### src/sv/imubc_pkg.sv
// ----------------------------------------------------------------------------
// imubc_pkg
// Shared types and constants for the inertial bias calibration block.
// ----------------------------------------------------------------------------
package imubc_pkg;

   localparam int AXES    = 6;
   localparam int AXIS_W  = 3;
   localparam int RAW_W   = 16;
   localparam int SUM_W   = 29;
   localparam int OFF_W   = 17;
   localparam int CORR_W  = 18;
   localparam int CNT_W   = 13;
   localparam int DISC_W  = 6;
   localparam int TMAG_W  = 18;
   localparam int TEMP_W  = 15;
   localparam int MAG_W   = SUM_W - 1;
   localparam int STEP_W  = 5;

   localparam logic [DISC_W-1:0] DISCARD_FRAMES  = 6'd50;
   localparam logic [CNT_W-1:0]  MAX_CAL_SAMPLES = 13'd4096;
   localparam logic [CNT_W-1:0]  CAL_SAMPLES_RST = 13'd200;
   localparam logic signed [OFF_W-1:0]  ACCEL_ONE_G = 17'sd16384;
   localparam logic signed [TEMP_W-1:0] TEMP_OFFSET = 15'sd3653;

   // x / 17 == (x * ceil(2^23 / 17)) >> 23, exact for x below 2^20
   localparam logic [18:0] RECIP_17    = 19'd493448;
   localparam int          RECIP_SHIFT = 23;
   localparam int          TPROD_W     = TMAG_W + 19;

   localparam logic [AXIS_W-1:0] AXIS_AZ   = 3'd2;
   localparam logic [AXIS_W-1:0] AXIS_LAST = 3'd5;
   localparam logic [STEP_W-1:0] DIV_LAST  = 5'd27;

   typedef struct packed {
      logic                       start;
      logic [AXES-1:0][RAW_W-1:0] raw;
      logic                       tneg;
      logic [TMAG_W-1:0]          tmag;
   } imubc_item_type;

   typedef struct packed {
      logic                    go;
      logic [SUM_W-1:0]        dividend;
      logic [CNT_W-1:0]        divisor;
   } imubc_div_req_type;

   typedef struct packed {
      logic                    done;
      logic [OFF_W-1:0]        quotient;
   } imubc_div_rsp_type;

   typedef struct packed {
      logic [OFF_W-1:0]  ax;
      logic [OFF_W-1:0]  ay;
      logic [CORR_W-1:0] az;
      logic [OFF_W-1:0]  gx;
      logic [OFF_W-1:0]  gy;
      logic [OFF_W-1:0]  gz;
      logic [TEMP_W-1:0] temp;
      logic              calibrating;
      logic              calibrated;
   } imubc_result_type;

endpackage

### src/sv/imubc_front.sv
// ----------------------------------------------------------------------------
// imubc_front
// Classifies incoming items and prepares the temperature magnitude.
// ----------------------------------------------------------------------------
module imubc_front (
   input  logic                        req_mode,
   input  logic [imubc_pkg::AXES-1:0][imubc_pkg::RAW_W-1:0] req_raw,
   input  logic [imubc_pkg::RAW_W-1:0] req_temp,
   output imubc_pkg::imubc_item_type   item
);

   logic                         tneg;
   logic [imubc_pkg::RAW_W:0]    tabs;
   logic [imubc_pkg::TMAG_W-1:0] tmag5;

   always_comb begin
      tneg  = req_temp[imubc_pkg::RAW_W-1];
      tabs  = tneg ? (17'd0 - {1'b1, req_temp}) : {1'b0, req_temp};
      // |t| * 5 as shift and add
      tmag5 = imubc_pkg::TMAG_W'({tabs, 2'b00}) + imubc_pkg::TMAG_W'(tabs);
      item.start = req_mode;
      item.raw   = req_raw;
      item.tneg  = tneg;
      item.tmag  = tmag5;
   end

endmodule

### src/sv/imubc_queue.sv
// ----------------------------------------------------------------------------
// imubc_queue
// Two-entry item queue between the front and the back.
// ----------------------------------------------------------------------------
module imubc_queue (
   input  logic                      clock,
   input  logic                      reset,
   input  logic                      push,
   input  imubc_pkg::imubc_item_type push_item,
   output logic                      full,
   input  logic                      pop,
   output logic                      head_valid,
   output imubc_pkg::imubc_item_type head_item
);

   imubc_pkg::imubc_item_type slot_ff [2];
   logic       wr_ptr_ff, wr_ptr_in;
   logic       rd_ptr_ff, rd_ptr_in;
   logic [1:0] count_ff, count_in;

   always_comb begin
      full       = (count_ff == 2'd2);
      head_valid = (count_ff != 2'd0);
      head_item  = slot_ff[rd_ptr_ff];
      wr_ptr_in  = push ? ~wr_ptr_ff : wr_ptr_ff;
      rd_ptr_in  = pop ? ~rd_ptr_ff : rd_ptr_ff;
      count_in   = count_ff + 2'(push) - 2'(pop);
   end

   always_ff @(posedge clock) begin
      if (push) begin
         slot_ff[wr_ptr_ff] <= push_item;
      end
   end

   always_ff @(posedge clock) begin
      if (reset) begin
         wr_ptr_ff <= 1'b0;
         rd_ptr_ff <= 1'b0;
         count_ff  <= 2'd0;
      end else begin
         wr_ptr_ff <= wr_ptr_in;
         rd_ptr_ff <= rd_ptr_in;
         count_ff  <= count_in;
      end
   end

endmodule

### src/sv/imubc_div.sv
// ----------------------------------------------------------------------------
// imubc_div
// Bit-serial signed divider: sum by frame count, truncating toward zero.
// ----------------------------------------------------------------------------
module imubc_div (
   input  logic                         clock,
   input  logic                         reset,
   input  imubc_pkg::imubc_div_req_type req,
   output imubc_pkg::imubc_div_rsp_type rsp
);

   logic                          busy_ff, busy_in;
   logic                          done_ff, done_in;
   logic                          neg_ff, neg_in;
   logic [imubc_pkg::STEP_W-1:0]  step_ff, step_in;
   logic [imubc_pkg::MAG_W-1:0]   work_ff, work_in;
   logic [imubc_pkg::CNT_W-1:0]   rem_ff, rem_in;
   logic [imubc_pkg::CNT_W-1:0]   dvs_ff, dvs_in;
   logic [imubc_pkg::SUM_W-1:0]   mag;
   logic [imubc_pkg::CNT_W:0]     trial;
   logic [imubc_pkg::CNT_W:0]     diff;
   logic                          ge;
   logic [imubc_pkg::OFF_W-1:0]   qmag;

   always_comb begin
      mag     = req.dividend[imubc_pkg::SUM_W-1] ? (29'd0 - req.dividend) : req.dividend;
      trial   = {rem_ff, work_ff[imubc_pkg::MAG_W-1]};
      diff    = trial - {1'b0, dvs_ff};
      ge      = (trial >= {1'b0, dvs_ff});
      busy_in = busy_ff;
      done_in = 1'b0;
      neg_in  = neg_ff;
      step_in = step_ff;
      work_in = work_ff;
      rem_in  = rem_ff;
      dvs_in  = dvs_ff;
      if (req.go) begin
         busy_in = 1'b1;
         neg_in  = req.dividend[imubc_pkg::SUM_W-1];
         step_in = '0;
         work_in = mag[imubc_pkg::MAG_W-1:0];
         rem_in  = '0;
         dvs_in  = req.divisor;
      end else if (busy_ff) begin
         // one quotient bit per cycle
         rem_in  = ge ? diff[imubc_pkg::CNT_W-1:0] : trial[imubc_pkg::CNT_W-1:0];
         work_in = {work_ff[imubc_pkg::MAG_W-2:0], ge};
         step_in = step_ff + 5'd1;
         if (step_ff == imubc_pkg::DIV_LAST) begin
            busy_in = 1'b0;
            done_in = 1'b1;
         end
      end
      qmag         = work_ff[imubc_pkg::OFF_W-1:0];
      rsp.done     = done_ff;
      rsp.quotient = neg_ff ? (17'd0 - qmag) : qmag;
   end

   always_ff @(posedge clock) begin
      neg_ff  <= neg_in;
      step_ff <= step_in;
      work_ff <= work_in;
      rem_ff  <= rem_in;
      dvs_ff  <= dvs_in;
   end

   always_ff @(posedge clock) begin
      if (reset) begin
         busy_ff <= 1'b0;
         done_ff <= 1'b0;
      end else begin
         busy_ff <= busy_in;
         done_ff <= done_in;
      end
   end

endmodule

### src/sv/imubc_back.sv
// ----------------------------------------------------------------------------
// imubc_back
// Calibration sequencer, offset correction, temperature scaling, result stage.
// ----------------------------------------------------------------------------
module imubc_back (
   input  logic                         clock,
   input  logic                         reset,
   input  logic [imubc_pkg::CNT_W-1:0]  cal_samples,
   input  logic                         head_valid,
   input  imubc_pkg::imubc_item_type    head_item,
   output logic                         pop,
   output imubc_pkg::imubc_div_req_type div_req,
   input  imubc_pkg::imubc_div_rsp_type div_rsp,
   output logic                         rsp_valid,
   input  logic                         rsp_ready,
   output imubc_pkg::imubc_result_type  rsp_result
);

   localparam logic [1:0] ST_IDLE = 2'd0;
   localparam logic [1:0] ST_LOAD = 2'd1;
   localparam logic [1:0] ST_WAIT = 2'd2;
   localparam logic [1:0] ST_EMIT = 2'd3;

   logic [1:0]                          state_ff, state_in;
   logic [imubc_pkg::AXIS_W-1:0]        axis_ff, axis_in;
   logic [imubc_pkg::SUM_W-1:0]         sums_ff [imubc_pkg::AXES];
   logic [imubc_pkg::SUM_W-1:0]         sums_in [imubc_pkg::AXES];
   logic [imubc_pkg::OFF_W-1:0]         offs_ff [imubc_pkg::AXES];
   logic [imubc_pkg::OFF_W-1:0]         offs_in [imubc_pkg::AXES];
   logic [imubc_pkg::DISC_W-1:0]        disc_ff, disc_in;
   logic [imubc_pkg::CNT_W-1:0]         samp_ff, samp_in;
   logic                                active_ff, active_in;
   logic                                done_ff, done_in;
   logic                                rsp_valid_ff, rsp_valid_in;
   imubc_pkg::imubc_result_type         result_ff, result_in;

   logic                                out_free;
   logic                                load;
   logic                                final_frame;
   logic [imubc_pkg::CNT_W-1:0]         n_eff;
   logic [imubc_pkg::CNT_W:0]           samp_next;
   logic signed [imubc_pkg::CORR_W-1:0] diff [imubc_pkg::AXES];
   logic [imubc_pkg::TPROD_W-1:0]       tprod;
   logic [imubc_pkg::TEMP_W-1:0]        tq;
   logic [imubc_pkg::TEMP_W-1:0]        temp;
   logic [imubc_pkg::OFF_W-1:0]         qfix;

   always_comb begin
      priority if (cal_samples == '0) begin
         n_eff = 13'd1;
      end else if (cal_samples > imubc_pkg::MAX_CAL_SAMPLES) begin
         n_eff = imubc_pkg::MAX_CAL_SAMPLES;
      end else begin
         n_eff = cal_samples;
      end
      samp_next = {1'b0, samp_ff} + 14'd1;
      out_free  = !rsp_valid_ff || rsp_ready;
      final_frame = !head_item.start && active_ff &&
                    (disc_ff >= imubc_pkg::DISCARD_FRAMES) &&
                    (samp_next >= {1'b0, n_eff});

      for (int i = 0; i < imubc_pkg::AXES; i++) begin
         diff[i] = imubc_pkg::CORR_W'(signed'(head_item.raw[i])) -
                   imubc_pkg::CORR_W'(signed'(offs_ff[i]));
      end
      tprod = imubc_pkg::TPROD_W'(head_item.tmag) * imubc_pkg::TPROD_W'(imubc_pkg::RECIP_17);
      tq    = imubc_pkg::TEMP_W'(tprod[imubc_pkg::TPROD_W-1:imubc_pkg::RECIP_SHIFT]);
      temp  = head_item.tneg ? (imubc_pkg::TEMP_OFFSET - tq) : (imubc_pkg::TEMP_OFFSET + tq);
      qfix  = (axis_ff == imubc_pkg::AXIS_AZ) ? (div_rsp.quotient - imubc_pkg::ACCEL_ONE_G)
                                             : div_rsp.quotient;

      state_in  = state_ff;
      axis_in   = axis_ff;
      sums_in   = sums_ff;
      offs_in   = offs_ff;
      disc_in   = disc_ff;
      samp_in   = samp_ff;
      active_in = active_ff;
      done_in   = done_ff;
      load      = 1'b0;
      div_req.go       = 1'b0;
      div_req.dividend = sums_ff[axis_ff];
      div_req.divisor  = samp_ff;

      unique case (state_ff)
         ST_IDLE: begin
            if (head_valid && head_item.start && out_free) begin
               for (int i = 0; i < imubc_pkg::AXES; i++) begin
                  sums_in[i] = '0;
               end
               disc_in   = '0;
               samp_in   = '0;
               active_in = 1'b1;
               load      = 1'b1;
            end else if (head_valid && !head_item.start && active_ff &&
                         (disc_ff >= imubc_pkg::DISCARD_FRAMES)) begin
               // accumulate now; the final frame stays queued until offsets are in
               if (final_frame || out_free) begin
                  for (int i = 0; i < imubc_pkg::AXES; i++) begin
                     sums_in[i] = sums_ff[i] +
                                  imubc_pkg::SUM_W'(signed'(head_item.raw[i]));
                  end
                  samp_in = samp_next[imubc_pkg::CNT_W-1:0];
               end
               if (final_frame) begin
                  axis_in  = '0;
                  state_in = ST_LOAD;
               end else if (out_free) begin
                  load = 1'b1;
               end
            end else if (head_valid && !head_item.start && out_free) begin
               if (active_ff) begin
                  disc_in = disc_ff + 6'd1;
               end
               load = 1'b1;
            end
         end
         ST_LOAD: begin
            div_req.go = 1'b1;
            state_in   = ST_WAIT;
         end
         ST_WAIT: begin
            if (div_rsp.done) begin
               offs_in[axis_ff] = qfix;
               if (axis_ff == imubc_pkg::AXIS_LAST) begin
                  active_in = 1'b0;
                  done_in   = 1'b1;
                  state_in  = ST_EMIT;
               end else begin
                  axis_in  = axis_ff + 3'd1;
                  state_in = ST_LOAD;
               end
            end
         end
         ST_EMIT: begin
            // the result of the item before may still be waiting
            if (out_free) begin
               load     = 1'b1;
               state_in = ST_IDLE;
            end
         end
         default: begin
            state_in = ST_IDLE;
         end
      endcase

      pop = load;

      result_in = result_ff;
      if (load) begin
         if (head_item.start) begin
            result_in.ax   = '0;
            result_in.ay   = '0;
            result_in.az   = '0;
            result_in.gx   = '0;
            result_in.gy   = '0;
            result_in.gz   = '0;
            result_in.temp = '0;
         end else begin
            result_in.ax   = imubc_pkg::OFF_W'(diff[0]);
            result_in.ay   = imubc_pkg::OFF_W'(diff[1]);
            result_in.az   = diff[2];
            result_in.gx   = imubc_pkg::OFF_W'(diff[3]);
            result_in.gy   = imubc_pkg::OFF_W'(diff[4]);
            result_in.gz   = imubc_pkg::OFF_W'(diff[5]);
            result_in.temp = temp;
         end
         result_in.calibrating = active_in;
         result_in.calibrated  = done_in;
      end

      rsp_valid_in = load || (rsp_valid_ff && !rsp_ready);
      rsp_valid    = rsp_valid_ff;
      rsp_result   = result_ff;
   end

   always_ff @(posedge clock) begin
      result_ff <= result_in;
      axis_ff   <= axis_in;
   end

   always_ff @(posedge clock) begin
      if (reset) begin
         state_ff     <= ST_IDLE;
         disc_ff      <= '0;
         samp_ff      <= '0;
         active_ff    <= 1'b0;
         done_ff      <= 1'b0;
         rsp_valid_ff <= 1'b0;
         for (int i = 0; i < imubc_pkg::AXES; i++) begin
            sums_ff[i] <= '0;
            offs_ff[i] <= '0;
         end
      end else begin
         state_ff     <= state_in;
         disc_ff      <= disc_in;
         samp_ff      <= samp_in;
         active_ff    <= active_in;
         done_ff      <= done_in;
         rsp_valid_ff <= rsp_valid_in;
         sums_ff      <= sums_in;
         offs_ff      <= offs_in;
      end
   end

endmodule

### src/sv/imu_bias_calibrate_correct.sv
// ----------------------------------------------------------------------------
// imu_bias_calibrate_correct
// Bias calibration by averaging and offset correction of six-axis frames.
// ----------------------------------------------------------------------------
//  channel  | direction | contents
//  req_     | in        | tuser: mode; tdata: ax, ay, az, gx, gy, gz, temp_raw
//  rsp_     | out       | tuser: calibrating, calibrated; tdata: corrected axes, temp
//  csr_     | in        | cal_samples (13 bits)
//
//  a start command or an ordinary frame passes from the queue to the registered result stage
//  the final calibration frame stays queued while the serial divider runs
//  one quotient bit per cycle for each axis in turn
//  a two-item queue keeps accepting until full while the back end divides or the result waits
//  reset is synchronous; cal_samples returns to 200 and all offsets to zero
// ----------------------------------------------------------------------------
module imu_bias_calibrate_correct (
   input  logic         clock,
   input  logic         reset,
   input  logic         req_tvalid,
   output logic         req_tready,
   input  logic [111:0] req_tdata,   // accel_x, accel_y, accel_z, gyro_x, gyro_y, gyro_z, temp_raw
   input  logic [0:0]   req_tuser,   // mode
   output logic         rsp_tvalid,
   input  logic         rsp_tready,
   output logic [119:0] rsp_tdata,   // accel_x_corr, accel_y_corr, accel_z_corr, gyro_x_corr,
                                     // gyro_y_corr, gyro_z_corr, temp_centi, zero pad
   output logic [1:0]   rsp_tuser,   // calibrating, calibrated
   input  logic         csr_valid,
   output logic         csr_ready,
   input  logic [12:0]  csr_data     // cal_samples
);

   logic [imubc_pkg::CNT_W-1:0]  cal_samples_ff, cal_samples_in;
   imubc_pkg::imubc_item_type    front_item;
   imubc_pkg::imubc_item_type    head_item;
   imubc_pkg::imubc_div_req_type div_req;
   imubc_pkg::imubc_div_rsp_type div_rsp;
   imubc_pkg::imubc_result_type  result;
   logic                         q_full;
   logic                         q_push;
   logic                         q_pop;
   logic                         head_valid;

   always_comb begin
      csr_ready      = 1'b1;
      cal_samples_in = (csr_valid && csr_ready) ? csr_data : cal_samples_ff;
      req_tready     = !q_full;
      q_push         = req_tvalid && req_tready;
      rsp_tdata      = {2'b00, result.temp, result.gz, result.gy, result.gx,
                        result.az, result.ay, result.ax};
      rsp_tuser      = {result.calibrated, result.calibrating};
   end

   always_ff @(posedge clock) begin
      if (reset) begin
         cal_samples_ff <= imubc_pkg::CAL_SAMPLES_RST;
      end else begin
         cal_samples_ff <= cal_samples_in;
      end
   end

   imubc_front u_front (
      .req_mode (req_tuser[0]),
      .req_raw  (req_tdata[95:0]),
      .req_temp (req_tdata[111:96]),
      .item     (front_item)
   );

   imubc_queue u_queue (
      .clock      (clock),
      .reset      (reset),
      .push       (q_push),
      .push_item  (front_item),
      .full       (q_full),
      .pop        (q_pop),
      .head_valid (head_valid),
      .head_item  (head_item)
   );

   imubc_div u_div (
      .clock (clock),
      .reset (reset),
      .req   (div_req),
      .rsp   (div_rsp)
   );

   imubc_back u_back (
      .clock       (clock),
      .reset       (reset),
      .cal_samples (cal_samples_ff),
      .head_valid  (head_valid),
      .head_item   (head_item),
      .pop         (q_pop),
      .div_req     (div_req),
      .div_rsp     (div_rsp),
      .rsp_valid   (rsp_tvalid),
      .rsp_ready   (rsp_tready),
      .rsp_result  (result)
   );

endmodule
### config.mk
export PLATFORM = sky130hd
export DESIGN_NAME = imu_bias_calibrate_correct
export DESIGN_NICKNAME = d
export VERILOG_FILES = /design/src/sv/imubc_pkg.sv /design/src/sv/imubc_front.sv /design/src/sv/imubc_queue.sv /design/src/sv/imubc_div.sv /design/src/sv/imubc_back.sv /design/src/sv/imu_bias_calibrate_correct.sv
export SDC_FILE = /design/constraint.sdc
export NUM_CORES = 2
export LEC_CHECK = 0
export BUFFER_PORTS_ARGS = -buffer_cell sky130_fd_sc_hd__buf_4
export CAP_MARGIN = 20
export CORE_MARGIN = 1.5
export CORE_UTILIZATION = 65
export DETAILED_ROUTE_END_ITERATION = 7
export PLACE_DENSITY = 0.84
export SLEW_MARGIN = 40
export SYNTH_ARGS = -nofsm -noshare
export SYNTH_HDL_FRONTEND = slang
export SYNTH_SLANG_ARGS = --single-unit
### constraint.sdc
create_clock -name clock -period 19.3 [get_ports clock]
set_input_delay 3.86 -clock clock [delete_from_list [all_inputs] [get_ports clock]]
set_output_delay 3.86 -clock clock [all_outputs]
set_load 0.01 [all_outputs]
Yosys cells after proc, flatten, opt, wreduce, memory -nomap -nowiden
Memory sizes are Yosys's and may differ from the RTL's. A register that Yosys moved wholly into a read port is not among the register bits.
Cells that the tools add are included.
{"block": "op_classes", "mux": 61, "addsub": 26, "order_cmp": 6, "bitwise": 4, "multipliers": 1, "eq_ne": 14, "n_reduce_logical": 34}
{"operator": "$mux W174", "n": 3}
{"operator": "$add A29 B29 Y29", "n": 6}
{"operator": "$bwmux W102", "n": 1}
{"operator": "$bmux W29 S3", "n": 1}
{"operator": "$sub A16 B17 Y17", "n": 5}
{"operator": "$mux W28", "n": 3}
{"operator": "$mux W13", "n": 6}
{"operator": "$mux W17", "n": 4}
{"operator": "$mux W29", "n": 2}
{"operator": "$demux W17 S3", "n": 1}
{"operator": "$mul A18 B16 Y34 const B", "n": 1}
{"operator": "$sub A1 B17 Y17 const A", "n": 2}
{"operator": "$ge A14 B13 Y1", "n": 2}
{"operator": "$sub A1 B28 Y28 const A", "n": 1}
{"operator": "$mux W6", "n": 4}
{"operator": "$mux W1", "n": 20}
{"operator": "$add A18 B17 Y18", "n": 1}
{"operator": "$sub A16 B17 Y18", "n": 1}
{"operator": "$sub A17 B15 Y17 const B", "n": 1}
{"operator": "$add A12 B14 Y15 const A", "n": 1}
{"operator": "$mux W15", "n": 1}
{"operator": "$mux W3", "n": 5}
{"operator": "$sub A12 B14 Y15 const A", "n": 1}
{"operator": "$add A13 B1 Y14 const B", "n": 1}
{"operator": "other kinds (35)", "n": 72}
{"block": "word_totals", "out_inout_bits": 125, "regBits": 502, "ram_bits": 232, "input_bits": 131, "memories": 1}
{"memory": "u_queue.slot_ff", "depth": 2, "word_bits": 116, "rd": 1, "rd_clocked_by_memory_dff": 1, "wr": 1, "line": "imubc_queue.sv:16", "rtl": "imubc_pkg::imubc_item_type slot_ff [2];"}

Logic depth before layout (Yosys ltp)
{"block": "depth", "depth_word": 11, "depth_mapped": 30, "ltp_nobuf": 27}

Modules after synthesis
From an unflattened synthesis, not the netlist that was laid out.
{"block": "hier_totals", "cells_unflattened": 5200, "hier_area_um2": 48962.0}
{"module": "imubc_back", "cells_each": 4080, "area_per_inst_um2": 33768.6, "instances": 1, "seq_area_each_um2": 9699.3}
{"module": "imubc_queue", "cells_each": 382, "area_per_inst_um2": 8744.6, "instances": 1, "seq_area_each_um2": 7066.8}
{"module": "imubc_div", "cells_each": 438, "area_per_inst_um2": 4042.6, "instances": 1, "seq_area_each_um2": 1661.6}
{"module": "imubc_front", "cells_each": 251, "area_per_inst_um2": 1886.8, "instances": 1, "seq_area_each_um2": 0.0}
{"module": "imu_bias_calibrate_correct", "cells_each": 49, "area_per_inst_um2": 519.2, "instances": 1, "seq_area_each_um2": 260.2}

Worst setup path before layout
Ideal clock, no wire load.
{"block": "synth_timing", "path_kind": "input-to-reg", "from": "input rsp_tready", "to": "register u_queue.count_ff[1]", "t_arrival_ns": 10.499, "path_buffers": 1, "cell_stages": 9, "setup_slack_ns": 8.673, "cell_sequence": "nor2b_1 clkbuf_1 nor2_1 ha_1 inv_1 ha_1 xor2_1 xnor2_1 nor2_1"}
{"block": "synth_via", "elab_chain_cells": 7}
{"element": "start, declared", "line": "imu_bias_calibrate_correct.sv:24", "rtl": "input logic rsp_tready,"}
{"element": "$logic_or A1 B1 Y1 (*)", "line": "imubc_back.sv:57", "rtl": "out_free = !rsp_valid_ff || rsp_ready;"}
{"element": "$mux W1 or $logic_and A1 B1 Y1 (tied branches)", "line": "imubc_back.sv:108, imubc_back.sv:137, imubc_back.sv:111"}
{"element": "$mux W1, on equally long branches", "line": "imubc_back.sv:105, imubc_back.sv:111"}
{"element": "$mux W1", "line": "imubc_back.sv:95", "rtl": "end else if (head_valid && !head_item.start && active_ff &&"}
{"element": "$mux W1", "line": "imubc_back.sv:87", "rtl": "if (head_valid && head_item.start && out_free) begin"}
{"element": "$pmux W1 S2 (*)", "line": "imubc_back.sv:85", "rtl": "unique case (state_ff)"}
{"element": "named net q_pop", "line": "imu_bias_calibrate_correct.sv:41", "rtl": "logic q_pop;"}
{"element": "$sub A2 B1 Y2 (*)", "line": "imubc_queue.sv:27", "rtl": "count_in = count_ff + 2'(push) - 2'(pop);"}
{"element": "end signal, assigned", "line": "imubc_queue.sv:44", "rtl": "count_ff <= count_in;"}
{"element": "end, declared", "line": "imubc_queue.sv:19", "rtl": "logic [1:0] count_ff, count_in;"}
The timed path passes the listed nets; every way through them passes the cells marked *.
A chain may end at the register's enable or synchronous reset.

==> results.json <==
{
  "placementRows": 98,
  "dp_hpwl_mm": 94.5,
  "seq_area_sq_um": 18700,
  "tightest_slew_ns": 0.839,
  "clock_sinks": 735,
  "synth_area_leader_cell": "edfxtp_1",
  "cts_htree_levels": 3,
  "ys.warnings.count": 0,
  "cts.repair.resized": 0,
  "final_area_sq_um": 53100,
  "grt_start_max_net_pins": 120,
  "rsz0062_at_grt": "no",
  "post_cts_buffers": 0,
  "cts_made_buffers": 81,
  "track_usage_pct": 34.2,
  "highest_layer": "met5",
  "dieArea_sq_um": 74400,
  "die_w_microns": 273,
  "finalWirelength_mm": 129,
  "drc": 0,
  "vias_per_cell": 6.32,
  "cp_max_fo": 53,
  "skew_ns": 0.0289,
  "overflow": 0,
  "maxCapViolCount": 0,
  "placed_area_sq_um": 50300,
  "min_period_over_period_pct": 45.1,
  "drtIter0Drc": 4230,
  "worstHoldPathType": "reg -> reg",
  "netlist-cell-type-count": 82,
  "avgSynthCellArea_sq_um": 9.65,
  "ctsHoldBuffers": 0,
  "wl_met3_mm": 11.2,
  "tns_ns": 0,
  "synth.ff_latch_count": 735,
  "slew_headroom_pct": 43.3,
  "die_y_microns": 273,
  "initial_core_util_pct": 66.0,
  "drive_above_1_share_pct": 11.4,
  "clock_latency_ns": 0.65,
  "diodes": 0,
  "wl_per_cell_microns": 21.1,
  "globalplace.congestion": 0.954,
  "antenna_left": 0,
  "io_buffers": 252,
  "clock_path_buffers": 3,
  "cts_tree": "yes",
  "dr.pass1.iters": 6,
  "async_flop_share_pct": 0,
  "setup_viol": 0,
  "num_io_pins": 256,
  "grt_pass1_wl_mm": 200,
  "maxClockFrequency_ghz": 0.115,
  "grt_pass1_vias": 36420,
  "post-route-min-period_ns": 8.70,
  "coreArea_sq_um": 71700,
  "slew_violations": 0,
  "wl_met1_mm": 52.4,
  "multi_input_area_sq_um": 26900,
  "worstSetupStartpointType": "register",
  "vias": 38691,
  "clk_pin_slew_ns": 0.07,
  "yosysSeqAreaShare_pct": 39.5,
  "yosysTopAreaCellShare_pct": 25.2,
  "synth-edff-count": 397,
  "antenna_found_initial": 3,
  "nets": 5781,
  "ys_top_cells_by_area": "edfxtp_1, dfxtp_1, ha_1",
  "clockRootBuffer": "clkbuf_16",
  "arrival_ns": 9.07,
  "hold_viol_final": 0,
  "area_growth_pct": 12.1,
  "worstSetupPathType": "reg -> reg",
  "wl_met2_mm": 59.2,
  "fillCellCount": 4923,
  "synth_area_sq_um": 47300,
  "syn_inst": 4905,
  "status": "finished, final reports clean",
  "end_kind": "register",
  "synthFlopType": "edfxtp_1",
  "cp.required_ns": 19.67
}
[kinds of logic (layout without fill, tap and decap cells)]
kind of cell | after synthesis | count (layout) | share of synthesized area (%)
muxes | 232 | 232 | 5.71
buffers and inverters | 525 | 792 | 4.24
other | 2 | 4 | 0.0159
xor gates and xnor gates | 310 | 310 | 5.74
and+or+nand+nor | 1433 | 1433 | 13.9
DFF | 735 | 735 | 39.5
AOI/OAI and AO/OA | 1123 | 1123 | 14.9
adders and majority gates | 545 | 545 | 15.9
[layout make-up]
class | count | area share (%)
Clock inverter | 31 | 0.705
Tap cell | 950 | 2.24
Sequential cell | 735 | 35.2
Inverter | 347 | 2.45
Clock buffer | 121 | 4.43
Multi-Input combinational cell | 3647 | 50.7
Timing Repair Buffer | 293 | 4.26
[metrics by stage]
step | hold slack, ns | cells | setup slack (ns) | util (%)
floorplan | 0.423 | 4907 | 8.67 | -
global placement | 0.446 | 5970 | 10.85 | 69.9
detailed placement | 0.459 | 5971 | 10.62 | 70.1
CTS | 0.468 | 6123 | 10.57 | 73.9
global route | 0.493 | 6124 | 10.05 | 74.0
finish | 0.468 | 6124 | 10.60 | 74.0
[per-layer routing]
layer / global-route usage (%) / up-vias
li1: - / 18029
met2: 54.7 / 1761
met3: 5.17 / 368
met1: 45.7 / 18529
met4: 16.1 / 4
met5: 0 / -
[sequential cells by signal, summed over array words and instances, names as in the netlist, 2 cells and up, named ones only]
register / cells
u_queue.count_ff: 2
cal_samples_ff: 13
u_back.state_ff: 2
u_div.step_ff: 5
u_back.sums_ff: 174
u_div.dvs_ff: 13
u_back.samp_ff: 13
u_div.work_ff: 28
u_back.axis_ff: 3
u_queue.slot_ff: 232
u_back.offs_ff: 102
u_back.disc_ff: 6
u_back.rsp_result: 120
u_div.rem_ff: 13
[synthesized netlist by cell type, drive strengths merged (34+ instances only)]
cell type,instances
nor2,575
ha,450
edfxtp,397
a21oi,368
inv,346
dfxtp,338
nand2,306
o21ai,228
xnor2,193
nor3,146
clkbuf,144
xor2,117
mux2,108
mux2i,106
a21o,101
fa,95
nand3,94
a211oi,89
nor2b,57
o21bai,45
a22oi,42
a31oi,35
o21a,35
or3,35
and3,34
buf,34
[placed cells by master, fill, tap and decap left out, types with 13 or more instances in the layout]
master     Yosys  final
nor3b_1       20     20
dfxtp_1      338    337
and2_1        15     15
xnor2_1      193    187
o31ai_1       25     25
xor2_1       117    115
nor3_1       146    140
clkbuf_16      0     84
mux2i_1      106    103
o21bai_1      45     45
mux4_2        14     14
nor2_1       575    570
nand4_1       33     33
ha_1         450    449
edfxtp_1     397    397
nand3_1       94     94
o211ai_1      18     18
nor4_1        29     28
a21boi_0      23     23
clkbuf_1     144     25
and4_1        13     13
nand2b_1      31     31
a31oi_1       35     35
fa_1          95     95
nor2b_1       57     56
mux2_2       107    106
a21oi_1      368    368
a22oi_1       42     42
o21ai_0      226    225
and3_1        34     33
o21a_1        35     35
a21o_1       101    101
a211oi_1      87     87
inv_1        346    344
o41ai_1       24     24
or3_1         34     34
buf_4          6    285
nand2_1      306    306
[path summary, 6_finish.rpt]
check,startpoint,end,slack (ns),cells after the start
max,register,u_back.rsp_result[15],10.60,26
min,u_back.offs_ff[0],u_back.offs_ff[0],0.47,2
max reg2reg,register,u_back.rsp_result[15],10.60,26
min reg2reg,u_back.offs_ff[0],u_back.offs_ff[0],0.47,2
[worst max-delay path, cell delays in order, from the launching register on]
cell	delay [ns]
dfxtp_4	0.79
buf_4	0.77
mux2_2	0.53
fa_1	0.55
ha_1	0.34
ha_1	0.32
inv_1	0.06
fa_1	0.47
inv_1	0.06
fa_1	0.52
inv_1	0.05
fa_1	0.54
inv_1	0.04
ha_1	0.28
nand2_1	0.06
nor4_1	0.37
o21ai_0	0.21
and2_1	0.21
o311ai_1	0.64
inv_1	0.19
ha_1	0.25
a21oi_1	0.26
o22ai_1	0.19
a311oi_1	0.31
o22ai_1	0.14
xnor2_1	0.19
nor2_1	0.05
Power is left out: the tool's default activity adds up to more than one toggle a clock period on the data nets, which glitch-free logic cannot reach.
